===== src/rtl/core/ptst_pkg.sv =====
// ----------------------------------------------------------------------------
// ptst_pkg
// Shared widths, command and status codes, and the slot store write bundle
// for the periodic timer slot table.
// ----------------------------------------------------------------------------
package ptst_pkg;

  localparam int SLOT_COUNT_DEF = 8;

  localparam int CMD_W      = 2;
  localparam int OWNER_W    = 8;
  localparam int PERIOD_W   = 32;
  localparam int STEP_W     = 16;
  localparam int SLOT_IDX_W = 3;
  localparam int STATUS_W   = 2;

  localparam logic [CMD_W-1:0] CMD_TICK   = 2'd0;
  localparam logic [CMD_W-1:0] CMD_ADD    = 2'd1;
  localparam logic [CMD_W-1:0] CMD_REMOVE = 2'd2;

  localparam logic [STATUS_W-1:0] ST_OK        = 2'd0;
  localparam logic [STATUS_W-1:0] ST_FULL      = 2'd1;
  localparam logic [STATUS_W-1:0] ST_NOT_FOUND = 2'd2;

  // One write into the slot store: claim loads owner, period and count
  // (count = period); upd rewrites the elapsed count only.
  typedef struct packed {
    logic                claim;
    logic                upd;
    logic [OWNER_W-1:0]  owner;
    logic [PERIOD_W-1:0] period;
    logic [PERIOD_W-1:0] elapsed;
  } slot_wr_t;

endpackage


===== src/rtl/core/ptst_in_if.sv =====
// ----------------------------------------------------------------------------
// ptst_in_if
// Command channel: tick, add or remove items with valid/ready handshake.
// ----------------------------------------------------------------------------
interface ptst_in_if;
  import ptst_pkg::*;

  logic                valid;
  logic                ready;
  logic [CMD_W-1:0]    cmd;
  logic [OWNER_W-1:0]  owner_id;
  logic [PERIOD_W-1:0] period_ticks;

  modport source (output valid, output cmd, output owner_id, output period_ticks,
                  input ready);
  modport sink   (input valid, input cmd, input owner_id, input period_ticks,
                  output ready);
endinterface


===== src/rtl/core/ptst_out_if.sv =====
// ----------------------------------------------------------------------------
// ptst_out_if
// Result channel: one item per firing, claimed or freed slot, or error.
// ----------------------------------------------------------------------------
interface ptst_out_if;
  import ptst_pkg::*;

  logic                  valid;
  logic                  ready;
  logic                  fired;
  logic [OWNER_W-1:0]    fired_owner;
  logic [SLOT_IDX_W-1:0] slot_index;
  logic [STATUS_W-1:0]   status;
  logic                  last;

  modport source (output valid, output fired, output fired_owner, output slot_index,
                  output status, output last, input ready);
  modport sink   (input valid, input fired, input fired_owner, input slot_index,
                  input status, input last, output ready);
endinterface


===== src/rtl/core/ptst_slot_store.sv =====
// ----------------------------------------------------------------------------
// ptst_slot_store
// Owner, period and elapsed count per slot; one write port and one
// registered read port sharing the sequencer's slot address.
// ----------------------------------------------------------------------------
module ptst_slot_store #(
  parameter int SLOT_COUNT = ptst_pkg::SLOT_COUNT_DEF,
  parameter int IDX_W      = 3
) (
  input  logic                          clk,
  input  logic [IDX_W-1:0]              addr,
  input  ptst_pkg::slot_wr_t            wr,
  output logic [ptst_pkg::OWNER_W-1:0]  rd_owner_r,
  output logic [ptst_pkg::PERIOD_W-1:0] rd_period_r,
  output logic [ptst_pkg::PERIOD_W-1:0] rd_elapsed_r
);
  import ptst_pkg::*;

  logic [OWNER_W-1:0]  owner_mem   [SLOT_COUNT];
  logic [PERIOD_W-1:0] period_mem  [SLOT_COUNT];
  logic [PERIOD_W-1:0] elapsed_mem [SLOT_COUNT];

  always_ff @(posedge clk) begin
    if (wr.claim) begin
      owner_mem[addr]   <= wr.owner;
      period_mem[addr]  <= wr.period;
      elapsed_mem[addr] <= wr.period;
    end else if (wr.upd) begin
      elapsed_mem[addr] <= wr.elapsed;
    end
  end

  always_ff @(posedge clk) begin
    rd_owner_r   <= owner_mem[addr];
    rd_period_r  <= period_mem[addr];
    rd_elapsed_r <= elapsed_mem[addr];
  end

endmodule


===== src/rtl/core/periodic_timer_slot_table_unit.sv =====
// ----------------------------------------------------------------------------
// periodic_timer_slot_table_unit
// Table of periodic timer slots driven by tick, add and remove items.
// ----------------------------------------------------------------------------
// Each accepted item is handled by one walk over the slots, lowest first,
// with one shared 33-bit saturating adder and comparator. Each slot visited
// has a store read state, then an update and write-back state. A tick or a
// remove walks every slot, an add stops at the first free slot and claims it
// (skipping the walk when the table is already full), and an unused command
// code is dropped from idle. The walk pauses at a hit while a pending result
// waits and the output register still holds an untaken item. in_chan.ready
// is high only between items. Results for an item come out in slot order;
// the final one carries last. Owner, period and count are undefined until a
// slot is claimed; the valid bits and the active count clear on reset.
module periodic_timer_slot_table_unit #(
  parameter int SLOT_COUNT = ptst_pkg::SLOT_COUNT_DEF
) (
  input  logic                        clk,
  input  logic                        rst_n,
  input  logic                        cfg_we,
  input  logic [ptst_pkg::STEP_W-1:0] cfg_wdata,
  ptst_in_if.sink                     in_chan,
  ptst_out_if.source                  out_chan
);
  import ptst_pkg::*;

  localparam int IDX_W = (SLOT_COUNT > 1) ? $clog2(SLOT_COUNT) : 1;
  localparam int ACT_W = $clog2(SLOT_COUNT + 1);
  localparam logic [IDX_W-1:0] IDX_LAST = IDX_W'(SLOT_COUNT - 1);
  localparam logic [ACT_W-1:0] ACT_FULL = ACT_W'(SLOT_COUNT);

  typedef enum logic [3:0] {
    S_IDLE  = 4'b0001,
    S_READ  = 4'b0010,
    S_EXEC  = 4'b0100,
    S_FLUSH = 4'b1000
  } state_t;

  typedef struct packed {
    logic                  fired;
    logic [OWNER_W-1:0]    fired_owner;
    logic [SLOT_IDX_W-1:0] slot_index;
    logic [STATUS_W-1:0]   status;
    logic                  last;
  } result_t;

  state_t                state_r, state_nxt;
  logic [IDX_W-1:0]      idx_r, idx_nxt;
  logic [CMD_W-1:0]      cmd_r, cmd_nxt;
  logic [OWNER_W-1:0]    owner_r, owner_nxt;
  logic [PERIOD_W-1:0]   period_r, period_nxt;
  logic [STEP_W-1:0]     step_r;
  logic [SLOT_COUNT-1:0] valid_r, valid_nxt;
  logic [ACT_W-1:0]      active_r, active_nxt;
  result_t               pend_r, pend_nxt;
  logic                  pend_v_r, pend_v_nxt;
  result_t               out_r, out_nxt;
  logic                  out_valid_r, out_valid_nxt;

  slot_wr_t              wr;
  logic [OWNER_W-1:0]    rd_owner;
  logic [PERIOD_W-1:0]   rd_period;
  logic [PERIOD_W-1:0]   rd_elapsed;

  logic                  out_free;
  logic                  slot_v;
  logic [PERIOD_W:0]     sum;
  logic [PERIOD_W-1:0]   sum_sat;
  logic                  fire;
  logic                  hit;
  logic                  scan_done;
  result_t               hit_res;

  ptst_slot_store #(
    .SLOT_COUNT (SLOT_COUNT),
    .IDX_W      (IDX_W)
  ) u_store (
    .clk          (clk),
    .addr         (idx_r),
    .wr           (wr),
    .rd_owner_r   (rd_owner),
    .rd_period_r  (rd_period),
    .rd_elapsed_r (rd_elapsed)
  );

  assign in_chan.ready        = (state_r == S_IDLE);
  assign out_chan.valid       = out_valid_r;
  assign out_chan.fired       = out_r.fired;
  assign out_chan.fired_owner = out_r.fired_owner;
  assign out_chan.slot_index  = out_r.slot_index;
  assign out_chan.status      = out_r.status;
  assign out_chan.last        = out_r.last;

  assign out_free = !out_valid_r || out_chan.ready;
  assign slot_v   = valid_r[idx_r];

  // Shared unit: saturating count update and period compare
  assign sum     = {1'b0, rd_elapsed} + (PERIOD_W + 1)'(step_r);
  assign sum_sat = sum[PERIOD_W] ? {PERIOD_W{1'b1}} : sum[PERIOD_W-1:0];
  assign fire    = (sum_sat >= rd_period);

  always_comb begin
    hit = 1'b0;
    case (cmd_r)
      CMD_TICK:   hit = slot_v && fire;
      CMD_ADD:    hit = !slot_v;
      CMD_REMOVE: hit = slot_v && (rd_owner == owner_r);
      default:    hit = 1'b0;
    endcase
  end

  assign scan_done = (idx_r == IDX_LAST) || ((cmd_r == CMD_ADD) && hit);

  always_comb begin
    hit_res             = '0;
    hit_res.fired       = (cmd_r == CMD_TICK);
    hit_res.fired_owner = (cmd_r == CMD_TICK) ? rd_owner : '0;
    hit_res.slot_index  = SLOT_IDX_W'(idx_r);
    hit_res.status      = ST_OK;
  end

  always_comb begin
    state_nxt     = state_r;
    idx_nxt       = idx_r;
    cmd_nxt       = cmd_r;
    owner_nxt     = owner_r;
    period_nxt    = period_r;
    valid_nxt     = valid_r;
    active_nxt    = active_r;
    pend_nxt      = pend_r;
    pend_v_nxt    = pend_v_r;
    out_nxt       = out_r;
    out_valid_nxt = out_valid_r && !out_chan.ready;
    wr            = '0;
    wr.owner      = owner_r;
    wr.period     = period_r;
    wr.elapsed    = fire ? '0 : sum_sat;

    case (state_r)
      S_IDLE: begin
        if (in_chan.valid) begin
          cmd_nxt    = in_chan.cmd;
          owner_nxt  = in_chan.owner_id;
          period_nxt = in_chan.period_ticks;
          idx_nxt    = '0;
          case (in_chan.cmd)
            CMD_TICK, CMD_REMOVE: state_nxt = S_READ;
            CMD_ADD:              state_nxt = (active_r == ACT_FULL) ? S_FLUSH : S_READ;
            default:              state_nxt = S_IDLE;
          endcase
        end
      end
      S_READ: begin
        state_nxt = S_EXEC;
      end
      S_EXEC: begin
        // on a hit, hold while an earlier result still blocks the output register
        if (!(hit && pend_v_r && !out_free)) begin
          case (cmd_r)
            CMD_TICK: wr.upd = slot_v;
            CMD_ADD: begin
              wr.claim = hit;
              if (hit) begin
                valid_nxt[idx_r] = 1'b1;
                active_nxt       = active_r + ACT_W'(1);
              end
            end
            CMD_REMOVE: begin
              if (hit) begin
                valid_nxt[idx_r] = 1'b0;
                active_nxt       = active_r - ACT_W'(1);
              end
            end
            default: wr.upd = 1'b0;
          endcase
          if (hit) begin
            if (pend_v_r) begin
              out_nxt       = pend_r;
              out_valid_nxt = 1'b1;
            end
            pend_nxt   = hit_res;
            pend_v_nxt = 1'b1;
          end
          if (scan_done) begin
            state_nxt = S_FLUSH;
          end else begin
            idx_nxt   = idx_r + IDX_W'(1);
            state_nxt = S_READ;
          end
        end
      end
      S_FLUSH: begin
        if (out_free) begin
          state_nxt = S_IDLE;
          if (pend_v_r) begin
            out_nxt       = pend_r;
            out_nxt.last  = 1'b1;
            out_valid_nxt = 1'b1;
            pend_v_nxt    = 1'b0;
          end else begin
            out_nxt            = '0;
            out_nxt.last       = 1'b1;
            case (cmd_r)
              CMD_ADD: begin
                out_nxt.status = ST_FULL;
                out_valid_nxt  = 1'b1;
              end
              CMD_REMOVE: begin
                out_nxt.status = ST_NOT_FOUND;
                out_valid_nxt  = 1'b1;
              end
              default: out_nxt.status = ST_OK;
            endcase
          end
        end
      end
      default: state_nxt = S_IDLE;
    endcase
  end

  always_ff @(posedge clk) begin
    if (!rst_n) begin
      state_r     <= S_IDLE;
      idx_r       <= '0;
      valid_r     <= '0;
      active_r    <= '0;
      pend_v_r    <= 1'b0;
      out_valid_r <= 1'b0;
      step_r      <= STEP_W'(1);
    end else begin
      state_r     <= state_nxt;
      idx_r       <= idx_nxt;
      valid_r     <= valid_nxt;
      active_r    <= active_nxt;
      pend_v_r    <= pend_v_nxt;
      out_valid_r <= out_valid_nxt;
      if (cfg_we) begin
        step_r <= cfg_wdata;
      end
    end
  end

  always_ff @(posedge clk) begin
    cmd_r    <= cmd_nxt;
    owner_r  <= owner_nxt;
    period_r <= period_nxt;
    pend_r   <= pend_nxt;
    out_r    <= out_nxt;
  end

`ifndef SYNTHESIS
  a_active_bound: assert property (@(posedge clk) disable iff (!rst_n)
    active_r <= ACT_FULL)
    else $error("active slot count above table size");

  a_active_count: assert property (@(posedge clk) disable iff (!rst_n)
    active_r == ACT_W'($countones(valid_r)))
    else $error("active slot count differs from valid bits");

  a_no_pend_idle: assert property (@(posedge clk) disable iff (!rst_n)
    in_chan.ready |-> !pend_v_r)
    else $error("pending result left behind at end of item");

  a_walk_index: assert property (@(posedge clk) disable iff (!rst_n)
    (state_r == S_EXEC) && !(hit && pend_v_r && !out_free) && !scan_done
      |=> (state_r == S_READ) && (idx_r == $past(idx_r) + IDX_W'(1)))
    else $error("slot walk skipped or repeated a slot");
`endif

endmodule

===== src/flat_wrapper.sv =====
// flat-port wrapper written by rule: the top's interface ports become plain ports
module periodic_timer_slot_table_unit_flat import ptst_pkg::*;
#(
  parameter int SLOT_COUNT = ptst_pkg::SLOT_COUNT_DEF
)
  (clk, rst_n, cfg_we, cfg_wdata, in_chan_valid, in_chan_cmd, in_chan_owner_id, in_chan_period_ticks, in_chan_ready, out_chan_valid, out_chan_fired, out_chan_fired_owner, out_chan_slot_index, out_chan_status, out_chan_last, out_chan_ready);
  ptst_in_if in_chan_i ();
  ptst_out_if out_chan_i ();
  input  logic clk;
  input  logic rst_n;
  input  logic cfg_we;
  input  logic [ptst_pkg::STEP_W-1:0] cfg_wdata;
  input wire logic [$bits(in_chan_i.valid)-1:0] in_chan_valid;
  input wire logic [$bits(in_chan_i.cmd)-1:0] in_chan_cmd;
  input wire logic [$bits(in_chan_i.owner_id)-1:0] in_chan_owner_id;
  input wire logic [$bits(in_chan_i.period_ticks)-1:0] in_chan_period_ticks;
  output wire logic [$bits(in_chan_i.ready)-1:0] in_chan_ready;
  output wire logic [$bits(out_chan_i.valid)-1:0] out_chan_valid;
  output wire logic [$bits(out_chan_i.fired)-1:0] out_chan_fired;
  output wire logic [$bits(out_chan_i.fired_owner)-1:0] out_chan_fired_owner;
  output wire logic [$bits(out_chan_i.slot_index)-1:0] out_chan_slot_index;
  output wire logic [$bits(out_chan_i.status)-1:0] out_chan_status;
  output wire logic [$bits(out_chan_i.last)-1:0] out_chan_last;
  input wire logic [$bits(out_chan_i.ready)-1:0] out_chan_ready;
  assign in_chan_i.valid = in_chan_valid;
  assign in_chan_i.cmd = in_chan_cmd;
  assign in_chan_i.owner_id = in_chan_owner_id;
  assign in_chan_i.period_ticks = in_chan_period_ticks;
  assign in_chan_ready = in_chan_i.ready;
  assign out_chan_valid = out_chan_i.valid;
  assign out_chan_fired = out_chan_i.fired;
  assign out_chan_fired_owner = out_chan_i.fired_owner;
  assign out_chan_slot_index = out_chan_i.slot_index;
  assign out_chan_status = out_chan_i.status;
  assign out_chan_last = out_chan_i.last;
  assign out_chan_i.ready = out_chan_ready;
  periodic_timer_slot_table_unit #(.SLOT_COUNT(SLOT_COUNT)) u_core (.clk(clk), .rst_n(rst_n), .cfg_we(cfg_we), .cfg_wdata(cfg_wdata), .in_chan(in_chan_i), .out_chan(out_chan_i));
endmodule

===== config.mk =====
export PLATFORM = sky130hd
export DESIGN_NAME = periodic_timer_slot_table_unit_flat
export DESIGN_NICKNAME = d
export VERILOG_FILES = /design/src/rtl/core/ptst_pkg.sv /design/src/rtl/core/ptst_in_if.sv /design/src/rtl/core/ptst_out_if.sv /design/src/rtl/core/ptst_slot_store.sv /design/src/rtl/core/periodic_timer_slot_table_unit.sv /design/src/flat_wrapper.sv
export SDC_FILE = /design/constraint.sdc
export NUM_CORES = 1
export LEC_CHECK = 0
export BUFFER_PORTS_ARGS = -buffer_cell sky130_fd_sc_hd__buf_2
export CAP_MARGIN = 20
export CORE_ASPECT_RATIO = 0.8
export CORE_MARGIN = 5
export CORE_UTILIZATION = 66
export CTS_CLUSTER_DIAMETER = 40
export DETAILED_ROUTE_END_ITERATION = 10
export PLACE_DENSITY = 0.84
export SYNTH_ARGS = -nofsm -noshare
export SYNTH_HDL_FRONTEND = slang
export SYNTH_SLANG_ARGS = --single-unit
export TNS_END_PERCENT = 5

===== constraint.sdc =====
create_clock -name clk -period 9.25 [get_ports clk]
set_input_delay 0.4625 -clock clk [delete_from_list [all_inputs] [get_ports clk]]
set_output_delay 0.4625 -clock clk [all_outputs]
set_load 0.01 [all_outputs]

==> run metrics <==
H-tree levels=3; Seq cells post-synth=754; final hold violations=0; critical path endpoint category=flop; worst supply voltage drop on vdd=179.7 uV; Setup-failing EPs final=0; proportion of register bits with asynchronous set or reset after synthesis=0%; count of flip-flops with a built-in enable after synthesis=645; pin count of the biggest net entering global routing=75; biggest area contributors in the synthesized netlist=edfxtp_1, dfxtp_1, a22oi_1, ha_1, nand4_1; power spent charging and discharging nets=0.001532 W; final critical delay including setup and external delays=between 7 and 8 ns; count of yosys warnings during synthesis=0; starting density of the core=approximately two thirds; vias per std cell=6.928; number of instances in the synthesized netlist=1790; met1 routed wirelength after detailed routing=26260 microns; number of sinks driven by the clock tree=754; worst slack after detailed placement=1.963 ns; signal arrival time at the worst endpoint=roughly 8 ns; setup repair after global routing missed its margin=false; Global Route Usage Sum=29.44%; Critical Path Max Stage Delay=roughly 0.9 ns; share of cells above drive strength 1=13.87%; synthesized cell area=28400 sq um; Routed met3 length=7875 microns; Routed WL=70610 microns; CTS resizes=0; number of antenna repair diodes=0; worst slew pin tran=1.166 ns; die extent in y=195.5 microns; top-count cell post-synth=edfxtp_1; area of the multi-input gates=6461 sq um; vias in the first global route=17550; clock power share=44.6%; first-iteration detailed-routing DRC count=2438; Peak Freq=approximately 0.13 GHz; Skew-Pair Late Insertion Delay=0.63 ns; proportion of power drawn by flip-flops and latches=52.8%; Worst Setup Slack, final=1.525 ns; syn avg cell area=between 15 and 20 sq um; Cell Pwr Density=about 220 nW/um^2; Final Wtd Congestion=0.9097; worst min-delay path category=in2reg; sort of element at the start of the critical path=flop; Detailed Routing Iterations Pass 1=6; post-synthesis to final-layout area growth=14.38%; worst hold margin=around 0.022 ns; Max-Cap Viols=0; Yosys top cell area share=between 60% and 70%; switching part of the total=21.28%; largest clock skew in the final design=0.02638 ns; number of nets with antenna violations after routing=0; DRC Markers=0; site row count=68; number of instances in the placed design=~2400; category of the critical setup timing path=reg2reg; number of setup buffers added after CTS=0; number of pins exceeding their max-slew limit in the final report=0; TritonCTS clock tree=done; sequential area share after synthesis=75.88%; sum of overflow across all layers after global routing=0; most frequent cells after synthesis=edfxtp_1, a22oi_1, dfxtp_1; internal power summed over all cells=0.005667 W; global-route wire length before repair=105500 microns; Via Count=17570; library cell occupying the most area in the post-synthesis netlist=edfxtp_1; final critical-path share of the clock period=83.52%; primary flip-flop cell chosen by synthesis mapping=edfxtp_1; die area=47310 sq um; standard cell with the maximum stage delay on the critical path=nor2_4; average detailed-routed wire length per instance=approximately 28 microns; LEAKAGE=roughly 11 nW; largest fanout on the critical path=24; number of filler instances in the final layout=around 2300; post-synthesis cell type count=66; highest metal layer with signal wires=met4; number of nets in the layout=2032; Die X-Extent=241.9 microns; required time of the worst setup path=roughly 9.5 ns; Cell Count, Final, Fillers Out=2536; result of the run=complete, no violations; number of buffers created by CTS=just under 80; hpwl dp=~39000 microns; I/O pins=80; clock tree root buffer cell=clkbuf_16; Post-Syn Nets=1911; number of buffers inserted by port buffering=79; routed length on met2=34130 microns; register area=between 20000 and 25000 sq um; worst path cell trace=ha_1 > fa_1 > a211oi_1 > o21bai_1 > o2111ai_1 > a31oi_1 > o21ai_0 > nor3_1 > o22a_1 > ha_1 > nand4_1 > nor4_1 > nand3_1 > o22ai_1 > o211ai_4 > nor2_1 > nand3_1 > nor2_4 > buf_4; placeable core region=42880 sq um; setup TNS=0 ns; initial antenna violation count=0; max-slew headroom at the worst pin=22.11%; combinational cell fraction of total power=2.6%; clock-pin transition on the worst setup and hold timing paths=0.07 ns; number of buffers on the longest clock path=3
state kept, by name, indices dropped and copies added (netlist names), named ones only:
register                     count
u_core.idx_r                     3
u_core.pend_v_r                  1
u_core.state_r                   4
u_core.u_store.rd_owner_r        8
u_core.owner_r                   8
u_core.out_chan.valid            1
u_core.out_chan.slot_index       3
u_core.cmd_r                     2
u_core.u_store.owner_mem        64
u_core.step_r                   16
u_core.u_store.period_mem      256
u_core.period_r                 32
u_core.u_store.rd_elapsed_r     32
u_core.u_store.elapsed_mem     256
u_core.pend_r                   12
u_core.out_chan.fired_owner      8
u_core.u_store.rd_period_r      32
u_core.active_r                  4
u_core.out_chan.status           2
u_core.out_chan.last             1
u_core.out_chan.fired            1
layer usage:
layer / track usage (%) / vias up
met5: 0 / -
met4: 11.11 / 0
met3: 6.117 / 177
met2: 47.73 / 1295
met1: 40.32 / 8692
li1: - / 7405
cells in the final DEF, fill, tap and decap left out, types with 10 or more instances in the layout:
cell           instances
edfxtp_1             645
a22oi_1              288
dfxtp_1              109
nand4_1               82
clkbuf_16             81
buf_2                 79
nand2_1               57
ha_1                  56
a21oi_1               54
inv_1                 46
nor2_1                43
dlygate4sd3_1         27
a21o_1                26
o21ai_0               26
buf_4                 24
nand3_1               21
nor2_4                19
mux2i_1               19
xor2_1                18
nor2b_1               14
a22o_1                14
nand2b_1              13
clkbuf_1              13
a31oi_1               12
clkinv_2              11
a211oi_1              10
and2_1                10
logic make-up after synthesis:
family | count (synthesis) | synth area share [%]
AO/OA/AOI/OAI | 475 | 12.11
XOR/XNOR | 27 | 0.8326
buffers and inverters | 144 | 1.996
flip-flops | 754 | 75.88
AND/OR/NAND/NOR | 310 | 5.762
multiplexers | 22 | 0.8106
adder cells (fa/ha/maj) | 58 | 2.608
path summary, 6_finish.rpt:
check,startpoint,to,slack (ns),depth (start not counted)
hold / removal,in_chan_period_ticks[13],u_core.period_r[13],0.02,1
hold reg to reg,u_core.u_store.period_mem[7][30],u_core.u_store.rd_period_r[30],0.47,2
setup / recovery,u_core.u_store.rd_elapsed_r[0],u_core.u_store.period_mem[0][24],1.52,19
setup reg to reg,u_core.u_store.rd_elapsed_r[0],u_core.u_store.period_mem[0][24],1.52,19
cell type report:
cell class | instances | share of cell area (%)
clock buffer | 97 | 6.517
clock inverter | 48 | 1.649
timing repair buffer | 136 | 2.881
inverter | 49 | 0.5662
multi-input combinational | 892 | 19.89
sequential | 754 | 66.34
tap | 560 | 2.157
power by group through the flow:
stage                     Sequential [W]  Combinational [W]  Clock [W]
final                            0.00380           0.000186    0.00321
after global routing             0.00381           0.000202    0.00337
after global placement           0.00387           0.000161          0
after detailed placement         0.00388           0.000170          0
after floorplan                  0.00384           0.000108          0
after CTS                        0.00380           0.000182    0.00321
worst max-delay path, delay by kind of cell, from the launching register on:
family                     cells  cell delay (ns)
adders and majority gates      3             0.99
buffers and inverters          1             0.44
AOI/OAI and AO/OA              8             2.63
and+or+nand+nor                7             3.00
DFF                            1             0.30
metrics by stage:
stage	area (sq um)	utilization (%)	total power (W)
global route	32480	75.76	0.007378
finish	32480	75.76	0.007200
detailed placement	29490	68.78	0.004045
CTS	32410	75.59	0.007196
floorplan	28400	-	0.003950
global placement	29470	68.73	0.004032
what timing repair did:
| action | in CTS | in global routing |
|---|---|---|
| hold buffers | 27 | 0 |
| hold endpoints to repair | 27 | 0 |
| setup endpoints to repair | 0 | 0 |
Note: power is estimated with default switching activity, not from simulation.
